$ cat src/rtl/ust_pkg.sv
// ----------------------------------------------------------------------------
// ust_pkg
// Shared widths, codes, CORDIC constants and beat types of the UV sphere
// tessellator.
// ----------------------------------------------------------------------------
package ust_pkg;

   localparam int CNT_W    = 9;
   localparam int RAD_W    = 16;
   localparam int ANG_W    = 32;
   localparam int CW       = 34;
   localparam int CS_W     = 32;
   localparam int POS_W    = 17;
   localparam int NRM_W    = 16;
   localparam int VIX_W    = 17;
   localparam int KIND_W   = 2;
   localparam int ADDR_W   = 4;
   localparam int DATA_W   = 32;
   localparam int STEP_W   = 3;

   localparam int MAX_SECTORS      = 256;
   localparam int MAX_STACKS       = 256;
   localparam int MIN_SECTORS      = 3;
   localparam int MIN_STACKS       = 2;
   localparam int CORDIC_STEPS_DEF = 16;
   localparam int CORDIC_MAX       = 24;

   // The two dividers run 32 quotient bits over four stages.
   localparam int DIV_STG     = 4;
   localparam int DIV_PER_STG = ANG_W / DIV_STG;

   localparam int POS_LIM = 65535;
   localparam int NRM_LIM = 32767;

   localparam logic [KIND_W-1:0] KIND_VERT = 2'd0;
   localparam logic [KIND_W-1:0] KIND_TRI  = 2'd1;
   localparam logic [KIND_W-1:0] KIND_ERR  = 2'd2;

   localparam logic [1:0] REG_RADIUS  = 2'd0;
   localparam logic [1:0] REG_SECTORS = 2'd1;
   localparam logic [1:0] REG_STACKS  = 2'd2;

   localparam logic [RAD_W-1:0] RADIUS_RST  = 16'd256;
   localparam logic [CNT_W-1:0] SECTORS_RST = 9'd36;
   localparam logic [CNT_W-1:0] STACKS_RST  = 9'd18;

   localparam logic signed [CW-1:0] CORDIC_GAIN = 34'sd652032874;

   localparam logic [31:0] ATAN_TURNS [CORDIC_MAX] = '{
      32'd536870912, 32'd316933406, 32'd167458907, 32'd85004756, 32'd42667331,
      32'd21354465, 32'd10679838, 32'd5340245, 32'd2670163, 32'd1335087,
      32'd667544, 32'd333772, 32'd166886, 32'd83443, 32'd41722, 32'd20861,
      32'd10430, 32'd5215, 32'd2608, 32'd1304, 32'd652, 32'd326, 32'd163, 32'd81
   };

   typedef struct packed {
      logic             err;
      logic             top_en;
      logic             bot_en;
      logic [VIX_W-1:0] k1;
   } meta_type;

   typedef struct packed {
      meta_type                meta;
      logic signed [POS_W-1:0] pos_x;
      logic signed [POS_W-1:0] pos_y;
      logic signed [POS_W-1:0] pos_z;
      logic signed [NRM_W-1:0] norm_x;
      logic signed [NRM_W-1:0] norm_y;
      logic signed [NRM_W-1:0] norm_z;
   } vert_type;

endpackage

$ cat src/rtl/ust_emitter.sv
// ----------------------------------------------------------------------------
// ust_emitter
// Holds one finished grid point and sends its vertex beat followed by the
// triangle corner beats of its cell, or a single error beat if out of range.
// ----------------------------------------------------------------------------
module ust_emitter (
   input  logic                                  clock,
   input  logic                                  reset,
   input  logic [ust_pkg::CNT_W-1:0]             ns,
   input  logic                                  in_valid,
   output logic                                  in_ready,
   input  ust_pkg::vert_type                     in_vert,
   output logic                                  rsp_valid,
   input  logic                                  rsp_ready,
   output logic [ust_pkg::KIND_W-1:0]            rsp_kind,
   output logic signed [ust_pkg::POS_W-1:0]      rsp_pos_x,
   output logic signed [ust_pkg::POS_W-1:0]      rsp_pos_y,
   output logic signed [ust_pkg::POS_W-1:0]      rsp_pos_z,
   output logic signed [ust_pkg::NRM_W-1:0]      rsp_norm_x,
   output logic signed [ust_pkg::NRM_W-1:0]      rsp_norm_y,
   output logic signed [ust_pkg::NRM_W-1:0]      rsp_norm_z,
   output logic [ust_pkg::VIX_W-1:0]             rsp_vertex_index,
   output logic                                  rsp_last
);

   localparam int STEP_W = ust_pkg::STEP_W;
   localparam int VIX_W  = ust_pkg::VIX_W;

   ust_pkg::vert_type   item_ff;
   logic                busy_ff, busy_in;
   logic [STEP_W-1:0]   step_ff, step_in;
   logic [STEP_W-1:0]   last_step;
   logic [STEP_W-1:0]   t, c;
   logic                is_last, done, load, bot, show;
   logic [VIX_W-1:0]    k1, k2, corner;

   always_comb begin
      last_step = '0;
      if (!item_ff.meta.err) begin
         last_step = (item_ff.meta.top_en ? STEP_W'(3) : '0)
                   + (item_ff.meta.bot_en ? STEP_W'(3) : '0);
      end
   end

   assign is_last  = (step_ff == last_step);
   assign done     = busy_ff && rsp_ready && is_last;
   assign in_ready = !busy_ff || done;
   assign load     = in_valid && in_ready;

   always_comb begin
      busy_in = busy_ff;
      step_in = step_ff;
      if (load) begin
         busy_in = 1'b1;
         step_in = '0;
      end else if (done) begin
         busy_in = 1'b0;
      end else if (busy_ff && rsp_ready) begin
         step_in = step_ff + 1'b1;
      end
   end

   always_ff @(posedge clock) begin
      if (reset) begin
         busy_ff <= 1'b0;
         step_ff <= '0;
      end else begin
         busy_ff <= busy_in;
         step_ff <= step_in;
      end
   end

   always_ff @(posedge clock) begin
      if (load) begin
         item_ff <= in_vert;
      end
   end

   // Corner beats: the upper triangle first when the cell has one.
   always_comb begin
      k1  = item_ff.meta.k1;
      k2  = k1 + VIX_W'(ns) + 1'b1;
      t   = step_ff - 1'b1;
      bot = !item_ff.meta.top_en || (t >= STEP_W'(3));
      c   = (item_ff.meta.top_en && (t >= STEP_W'(3))) ? t - STEP_W'(3) : t;
      if (!bot) begin
         unique case (c)
            STEP_W'(0): corner = k1;
            STEP_W'(1): corner = k2;
            default:    corner = k1 + 1'b1;
         endcase
      end else begin
         unique case (c)
            STEP_W'(0): corner = k1 + 1'b1;
            STEP_W'(1): corner = k2;
            default:    corner = k2 + 1'b1;
         endcase
      end
   end

   assign show      = !item_ff.meta.err && (step_ff == '0);
   assign rsp_valid = busy_ff;
   assign rsp_last  = is_last;
   assign rsp_kind  = item_ff.meta.err ? ust_pkg::KIND_ERR :
                      (step_ff == '0) ? ust_pkg::KIND_VERT : ust_pkg::KIND_TRI;
   assign rsp_pos_x  = show ? item_ff.pos_x  : '0;
   assign rsp_pos_y  = show ? item_ff.pos_y  : '0;
   assign rsp_pos_z  = show ? item_ff.pos_z  : '0;
   assign rsp_norm_x = show ? item_ff.norm_x : '0;
   assign rsp_norm_y = show ? item_ff.norm_y : '0;
   assign rsp_norm_z = show ? item_ff.norm_z : '0;
   assign rsp_vertex_index = item_ff.meta.err ? '0 : (step_ff == '0) ? k1 : corner;

endmodule

$ cat config.mk
export PLATFORM = sky130hd
export DESIGN_NAME = ust_emitter
export DESIGN_NICKNAME = d
export VERILOG_FILES = /design/src/rtl/ust_pkg.sv /design/src/rtl/ust_emitter.sv
export SDC_FILE = /design/constraint.sdc
export NUM_CORES = 1
export LEC_CHECK = 0
export CAP_MARGIN = 10
export CORE_UTILIZATION = 25
export DETAILED_ROUTE_END_ITERATION = 12
export DONT_BUFFER_PORTS = 1
export HOLD_SLACK_MARGIN = 0.15
export SYNTH_ARGS = -nofsm -noshare
export SYNTH_HDL_FRONTEND = slang
export SYNTH_SLANG_ARGS = --single-unit
$ cat constraint.sdc
create_clock -name clock -period 10 [get_ports clock]
set_input_delay 0.5 -clock clock [delete_from_list [all_inputs] [get_ports clock]]
set_output_delay 0.5 -clock clock [all_outputs]
set_load 0.1 [all_outputs]
==> results of run 1 <==
## stage by stage
step | power (mW) | std cells | cell area [um2] | setup WS (ns) | hold slack [ns]
after floorplan | 1.02 | 640 | 6850 | 2.58 | 0.544
after global placement | 1.08 | 956 | 7440 | 5.13 | 0.575
after detailed placement | 1.08 | 956 | 7440 | 5.05 | 0.577
after CTS | 1.72 | 989 | 8040 | 4.55 | 0.155
after global routing | 1.77 | 1012 | 8270 | 4.31 | 0.151
final | 1.70 | 1014 | 8270 | 4.57 | 0.177
## placed cells by master (no fill, tap or decap), types with 17 or more instances in the layout
cell / count
a21oi_1: 26
and2_1: 103
clkbuf_16: 17
dlygate4sd3_1: 24
edfxtp_1: 119
ha_1: 19
nand2_1: 38
nor2_1: 52
o21ai_0: 21
xnor2_1: 26
## Yosys cell counts, drive strengths merged, types with 8 or more instances
cell type  instances
a211oi             9
a21oi             27
a31oi              8
and2             103
clkbuf            34
edfxtp           119
ha                19
inv               16
nand2             38
nand3             12
nor2              55
nor3              10
o211ai             8
o21ai             25
o22ai              9
xnor2             26
xor2              13
## state kept, by name, indices dropped and copies added, names as in the netlist
register and flops:
item_ff 102, k1 17, rsp_valid 1, step_ff 3
## worst paths after layout
kind                start              endpoint  slack, ns  cells past startpoint
min          in_vert[100]                 k1[1]       0.18                      0
max                 k1[0]  rsp_vertex_index[13]       4.57                     12
min reg2reg    step_ff[1]            step_ff[1]       0.59                      2
max reg2reg  item_ff[118]           item_ff[56]       5.85                      7
## worst reg2reg max path: cells and delay by family, from the launching register on
kind | cells | cell delay [ns]
simple gates | 1 | 0.14
buf+inv | 3 | 1.85
flops | 1 | 0.96
compound gates | 3 | 0.75
## power by group through the flow
stage               Clock (mW)  Sequential, mW  Combinational [mW]
floorplan                    0           0.632               0.390
detailed placement           0           0.639               0.445
global route             0.663           0.631               0.473
finish                   0.618           0.628               0.452
global placement             0           0.638               0.445
CTS                      0.643           0.628               0.447
## logic make-up (layout without fill, tap and decap cells)
| family | after synthesis | after routing | synth area share (%) |
|---|---|---|---|
| flip-flops | 123 | 123 | 53.3 |
| XOR/XNOR | 39 | 39 | 4.98 |
| AND/OR/NAND/NOR | 268 | 268 | 21.2 |
| AO/OA/AOI/OAI | 133 | 133 | 13.3 |
| buffers and inverters | 54 | 85 | 3.05 |
| adder cells (fa/ha/maj) | 20 | 20 | 3.76 |
| other | 0 | 2 | 0 |
| multiplexers | 3 | 3 | 0.438 |
## per-layer routing
metal | track usage [%] | up-vias
met5 | 0 | -
met4 | 4.87 | 8
met1 | 15.7 | 2399
li1 | - | 2383
met2 | 23.6 | 238
met3 | 4.80 | 26
## final cells by class
type	instances	area share (%)
antenna	2	0.0605
clock buffer	17	5.14
clock inverter	15	1.89
inverter	16	0.726
multi-input combinational	463	37.8
sequential	123	44.2
tap	341	5.16
timing repair buffer	37	5.05
==> impl_metrics.toml, run 1 <==
[run_status]
status = "finished, final reports clean"

[drt]
top_layer = "met5"
drc = 0
detail-route-antenna-nets = 0
wl_met2_um = 9900
wirelength_met1_um = 7860
num_vias = 5054
via_per_inst = 4.98
wl_um = 19600
firstDrtPassIters = 8
routed-wl-met3_um = 1490
post_drt_wl_per_cell_um = 19.3
drtIter0Drc = 369

[die]
dieArea_um2 = 28100
die_w_um = 168
initial_core_util_pct = 25.4
io_pins = 253
fp.coreArea_um2 = 27000
die_h_um = 168
core.rowCount = 60

[cts]
numCtsBuffers = 17
htreeDepth = 4
clock_sinks = 123
cts_resized = 0
tritoncts = "yes"
post_cts_buffers = 0
clock_latency_ns = 0.42
clk_pin_slew_worst_paths_ns = 0.06
cts-root-buf = "clkbuf_16"
clockBufferDepth = 2
cts_hold_buf = 1

[worst_setup_path]
slowest_delay_ns = 0.87
path_cells = "inv_1, ha_1, inv_1, fa_1, a211o_1, a311o_1, nor3_2, nand4_1, or4_1, or4b_1, a21oi_1, o31a_1"
path_class = "flip-flop to primary output"
crit_fanout = 5
crit_buf_inv = 2
crit_family = "compound AO/OA/AOI/OAI gates"
slowest_stage = "o31a_1"
arrival_ns = 4.93
crit_required_ns = 9.50
cp-end-kind = "primary output"
start_kind = "flip-flop"
crit_path_frequent_cell = "inv_1"

[run]
cap_violations = 0

[yosys]
synth_fp_nets = 792
syn_area_per_cell_um2 = 10.7
yosys-top-cells-area = "edfxtp_1 (52%), and2_1 (9.4%), ha_1 (3.5%)"
ys_warn_count = 0
ys_types = 65
ys_ff_latch = 123
syn_inst = 640
synth-edff-count = 119
ys_seq_area_share_pct = 53.3
synth_top_area_cell = "edfxtp_1"
synth_flop_cell = "edfxtp_1"
syn-cell-area_um2 = 6850
synthArstFlopShare_pct = 0
synth.top_cell.area_share_pct = 52.1

[finish]
multiInputGateArea_um2 = 3130
seqCellArea_um2 = 3650
layout.nets = 810
final_util_pct = 30.7
drive_gt1_share_pct = 9.69
fillers = 2683
area.growth.synth_to_final_pct = 20.7

[timing]
setup_viol = 0
fmax_ghz = 0.184
rsz0062_at_grt = "false"
finalHoldViolations = 0
fin_crit_ns = 5.43
tns_ns = 0
timing.final.crit_share_pct = 54.3
tightest_slew_ns = 1.18
maxSlewViolCount = 0
slew_headroom_pct = 21.1
fin_skew_ns = 0.0142

[pwr]
p_int_mw = 1.04
switching_share_pct = 38.8
peakVddDrop_mv = 0.101
power_switching_mw = 0.658
comb_power_share_pct = 26.6
pwr-share-seq_pct = 37.0
p_per_area_nw_per_um2 = 205
p_leak_nw = 2.81
power_frac_clock_pct = 36.4

[global_route]
grt_overflow_total = 0
antenna_found_initial = 5
grt.total_usage_pct = 13.7
grt_max_degree = 100
grt_pass1_vias = 4805
grt_pass1_wl_um = 28600

[place]
io_buffers = 0
gp_congestion = 0.872
hpwl_um = 14200

[min_path]
hold_class = "input port to flip-flop"
Note: power is estimated with default switching activity, not from simulation.
==> inputs of run 2 (changes only) <==
--- a/config.mk
+++ b/config.mk
@@ -5,6 +5,7 @@
 export SDC_FILE = /design/constraint.sdc
 export NUM_CORES = 1
 export LEC_CHECK = 0
+export ABC_AREA = 1
 export CAP_MARGIN = 10
 export CORE_UTILIZATION = 25
 export DETAILED_ROUTE_END_ITERATION = 12
==> constraint.sdc (replaced) <==
create_clock -name clock -period 5.7 [get_ports clock]
set_input_delay 0.285 -clock clock [delete_from_list [all_inputs] [get_ports clock]]
set_output_delay 0.285 -clock clock [all_outputs]
set_load 0.1 [all_outputs]
==> impl_metrics.toml, run 2 <==
[yosys]
synthArstFlopShare_pct = 0
ys_seq_area_share_pct = 50.0
ys_types = 43
syn_area_per_cell_um2 = 8.20
ys_warn_count = 0
synth-edff-count = 119
syn_inst = 891
synth_mux_area_share_pct = 0.137
yosys-top-cells-count = "nand2_1 (192), inv_1 (178), nor2_1 (137)"
synth_xor_area_share_pct = 2.16
synth_simple_gate_area_share_pct = 26.0
syn-cell-area_um2 = 7310
synth_top_family_by_area = "simple AND/OR/NAND/NOR gates"
synth_flop_cell = "edfxtp_1"
synth.most_common_cell = "nand2_1"
synth_top_area_cell = "edfxtp_1"
synth.top_cell.area_share_pct = 48.9
synth_fp_nets = 1043
yosys-top-cells-area = "edfxtp_1 (49%), nand2_1 (9.9%), inv_1 (9.1%)"
synthAdderAreaFrac_pct = 3.53
ys_ff_latch = 123
synth_compound_area_share_pct = 6.54

[cts]
numCtsBuffers = 17
tritoncts = "yes"
post_cts_buffers = 0
clock_sinks = 123
cts-root-buf = "clkbuf_16"
clk_pin_slew_worst_paths_ns = 0.05
clockBufferDepth = 2
htreeDepth = 4
clock_latency_ns = 0.42

[worst_setup_path]
arrival_ns = 4.29
path_class = "flip-flop to primary output"
slowest_delay_ns = 0.88
slowest_stage = "o22ai_2"
cp-end-kind = "primary output"
crit_path_frequent_cell = "ha_1"
path_cells = "inv_2, ha_1, ha_1, inv_1, ha_1, o21ai_2, nand2_1, nand2_2, inv_2, o21ai_0, a21oi_1, o22ai_2"
crit_required_ns = 5.41
crit_fanout = 29
start_kind = "flip-flop"

[finish]
fillers = 2923
layout.nets = 1162
drive_gt1_share_pct = 18.1
seqCellArea_um2 = 3650
regMostFlops = "item_ff"
multiInputGateArea_um2 = 3100
area.growth.synth_to_final_pct = 34.0
fin_cells = 1410
mostFrequentLayoutCells = "nand2_1 (192), inv_1 (177), dlygate4sd3_1 (121), edfxtp_1 (119), nor2_2 (103)"
fin_area_um2 = 9790
largest_register_ffs = 102
final_util_pct = 34.1
mostFrequentLayoutCell = "nand2_1"

[global_route]
grt_overflow_total = 0
grt_max_degree = 98
grt_pass1_vias = 6496
antenna_found_initial = 6
grt.total_usage_pct = 15.3
grt_pass1_wl_um = 35100

[place]
pre_cts_slack_ns = 1.56
hpwl_um = 17000
gp_congestion = 0.910
placed_cell_area_um2 = 8000
placed_cells = 1254
io_buffers = 0

[timing]
fin_crit_ns = 4.58
fin_skew_ns = 0.0115
setup_viol = 0
fmax_ghz = 0.219
rsz0062_at_grt = "false"
maxSlewViolCount = 0
tightest_slew_ns = 1.19
timing.final.crit_share_pct = 80.3
setup_ws_ns = 1.12
tns_ns = 0
finalHoldViolations = 0
slew_headroom_pct = 20.3

[die]
die_h_um = 173
die_w_um = 173
dieArea_um2 = 29900
io_pins = 253
core.rowCount = 62
fp.coreArea_um2 = 28700
initial_core_util_pct = 25.5

[drt]
detail-route-antenna-nets = 0
num_vias = 6369
drtIter0Drc = 363
wl_um = 23000
drc = 0
post_drt_wl_per_cell_um = 16.3
firstDrtPassIters = 7
via_per_inst = 4.52

[run_status]
status = "finished, final reports clean"

[pwr]
p_leak_nw = 4.19
p_per_area_nw_per_um2 = 312
peakVddDrop_mv = 0.286

[min_path]
hold_class = "input port to flip-flop"

[run]
cap_violations = 0
[run 2: final timing paths]
path	start	end	slack (ns)	cells past startpoint
worst max-delay path	step_ff[0]	rsp_vertex_index[4]	1.12	12
worst min-delay path	rsp_ready	step_ff[1]	0.27	3
worst max register to register	rsp_valid	item_ff[9]	2.36	6
worst min register to register	step_ff[1]	step_ff[1]	0.50	2
[run 2: final cells by class]
type,count,area share (%)
Inverter,185,7.19
Tap cell,384,4.91
Clock inverter,15,1.52
Sequential cell,123,37.3
Timing Repair Buffer,127,13.0
Antenna cell,3,0.0767
Clock buffer,17,4.35
Multi-Input combinational cell,556,31.7
[run 2: kinds of logic after synthesis]
logic type,count (synthesis)
simple gates,439
buf+inv,212
flops,123
compound gates,78
fa+ha+maj,20
xor+xnor,18
mux,1
[run 2: metrics by stage]
step / total power, mW / hold slack (ns)
global route: 3.16 / 0.331
CTS: 3.06 / 0.266
detailed placement: 1.95 / 0.360
global placement: 1.94 / 0.355
floorplan: 1.82 / 0.354
finish: 3.05 / 0.273
[run 2: what timing repair did]
| action | CTS | global route |
|---|---|---|
| hold buffers | 121 | 0 |
| endpoints found under the hold margin | 123 | 0 |
| gates resized for setup | 0 | 0 |
[run 2: critical path: cells and delay by family, from the launching register on]
family	cells	cell delay, ns
AO/OA/AOI/OAI	4	1.29
flip-flops	1	0.41
AND/OR/NAND/NOR	2	0.92
adder cells (fa/ha/maj)	3	0.81
buffers and inverters	3	0.43
[run 2: layer usage]
metal / routed length [um] / part of all wire, % / GRT usage, %
met5: 44 / 0.19 / 0
met4: 615 / 2.7 / 6.19
met3: 1730 / 7.5 / 4.49
met2: 11700 / 51 / 27.9
met1: 8880 / 39 / 16.5
[run 2: power breakdown]
part / internal [mW] / switching (mW) / total (mW)
clock: 0.641 / 0.411 / 1.05
sequential: 1.07 / 0.0375 / 1.10
combinational: 0.161 / 0.736 / 0.897
total: 1.87 / 1.18 / 3.05
==> inputs of run 3 (changes only) <==
==> constraint.sdc (replaced) <==
create_clock -name clock -period 4.4 [get_ports clock]
set_input_delay 0.22 -clock clock [delete_from_list [all_inputs] [get_ports clock]]
set_output_delay 0.22 -clock clock [all_outputs]
set_load 0.1 [all_outputs]
==> impl_metrics.toml, run 3 (same netlist as run 2, synthesis figures left out) <==
[run_status]
status = "finished, final reports clean"

[drt]
post_drt_wl_per_cell_um = 15.7
num_vias = 6771
detail-route-antenna-nets = 0
firstDrtPassIters = 5
wl_um = 24000
drc = 0
drtIter0Drc = 414
via_per_inst = 4.45

[worst_setup_path]
crit_required_ns = 4.18
arrival_ns = 3.69
crit_fanout = 18
path_cells = "inv_2, ha_1, ha_1, inv_1, ha_1, o21ai_2, nand2_1, nand2_2, buf_4, o21ai_0, a21oi_1, nand2_1, nand2_1, buf_4"
slowest_stage = "dfxtp_1"
cp-end-kind = "primary output"
start_kind = "flip-flop"
path_class = "flip-flop to primary output"
slowest_delay_ns = 0.42

[timing]
setup_ws_ns = 0.494
fmax_ghz = 0.256
fin_crit_ns = 3.91
tightest_slew_ns = 1.15
hold-worst-slack_ns = 0.189
setup_viol = 0
fin_skew_ns = 0.00796
rsz0062_at_grt = "false"
slew_headroom_pct = 23.2
finalHoldViolations = 0
tns_ns = 0
maxSlewViolCount = 0
timing.final.crit_share_pct = 88.8

[die]
core.rowCount = 62
io_pins = 253
dieArea_um2 = 29900
die_w_um = 173
initial_core_util_pct = 25.5
fp.coreArea_um2 = 28700
die_h_um = 173

[cts]
clockBufferDepth = 2
cts_resized = 0
clock_latency_ns = 0.42
cts-root-buf = "clkbuf_16"
clock_sinks = 123
clk_pin_slew_worst_paths_ns = 0.05
tritoncts = "yes"
htreeDepth = 4
numCtsBuffers = 17

[global_route]
grt.total_usage_pct = 16.0
antenna_found_initial = 2
grt_overflow_total = 0
grt_pass1_wl_um = 37100
grt_max_degree = 88
grt_pass1_vias = 6968

[finish]
fin_area_um2 = 10700
area.growth.synth_to_final_pct = 46.6
fillers = 2865
largest_register_ffs = 102
layout.nets = 1277
drive_gt1_share_pct = 26.1
mostFrequentLayoutCell = "nand2_1"
fin_cells = 1523
final_util_pct = 37.3
regMostFlops = "item_ff"
mostFrequentLayoutCells = "nand2_1 (192), inv_1 (177), dlygate4sd3_1 (121), edfxtp_1 (119), buf_4 (118)"

[pwr]
p_per_area_nw_per_um2 = 390
p_total_mw = 4.18
peakVddDrop_mv = 0.353
p_leak_nw = 4.81

[min_path]
hold_class = "input port to flip-flop"

[place]
gp_congestion = 0.935
hpwl_um = 17300
placed_cells = 1369
placed_cell_area_um2 = 8890
io_buffers = 0
pre_cts_slack_ns = 0.906

[run]
cap_violations = 0
==> run 3: changes by cell type in the layout (fill, tap and decap cells not counted), sizes merged <==
cell      change
buf         +115
clkbuf        +4
clkinv        -4
bufinv        +2
clkinvlp      -2
diode         -2
==> run 3: final cells by class <==
type	instances	area [um2]	area share [%]
inverter	185	704	6.58
multi-input combinational	556	3100	29.0
sequential	123	3650	34.1
clock inverter	11	168	1.57
antenna	1	2.50	0.0234
timing repair buffer	242	2160	20.1
clock buffer	21	440	4.11
tap	384	480	4.49
==> run 3: routing by layer <==
layer | vias to the layer above | routed length, um | GRT usage (%)
met4 | 2 | 493 | 6.27
li1 | 3316 | - | -
met2 | 303 | 12300 | 29.1
met5 | - | 13 | 0
met1 | 3113 | 9380 | 17.8
met3 | 37 | 1770 | 4.11
==> run 3: path summary, 6_finish.rpt <==
path,startpoint,end,slack (ns),depth (start not counted)
min reg2reg,step_ff[1],step_ff[1],0.50,2
max,step_ff[0],rsp_vertex_index[16],0.49,14
max reg2reg,item_ff[117],item_ff[18],1.45,10
min,rsp_ready,step_ff[1],0.19,3
==> run 3: critical path, delay by kind of cell (launching register included) <==
| family | cells | cell delay [ns] |
|---|---|---|
| flops | 1 | 0.42 |
| buf+inv | 4 | 0.74 |
| fa+ha+maj | 3 | 0.82 |
| compound gates | 3 | 0.43 |
| simple gates | 4 | 0.84 |
==> run 3: where the power goes <==
group          switching (mW)  internal [mW]
clock network           0.521          0.948
logic                   0.982          0.304
registers              0.0414           1.38
total                    1.55           2.63
==> run 3: timing repair <==
action | 4_1_cts | 5_1_grt
hold buffers | 121 | 0
setup buffers | 0 | 0
setup endpoints to repair | 0 | 0
endpoints found under the hold margin | 123 | 0
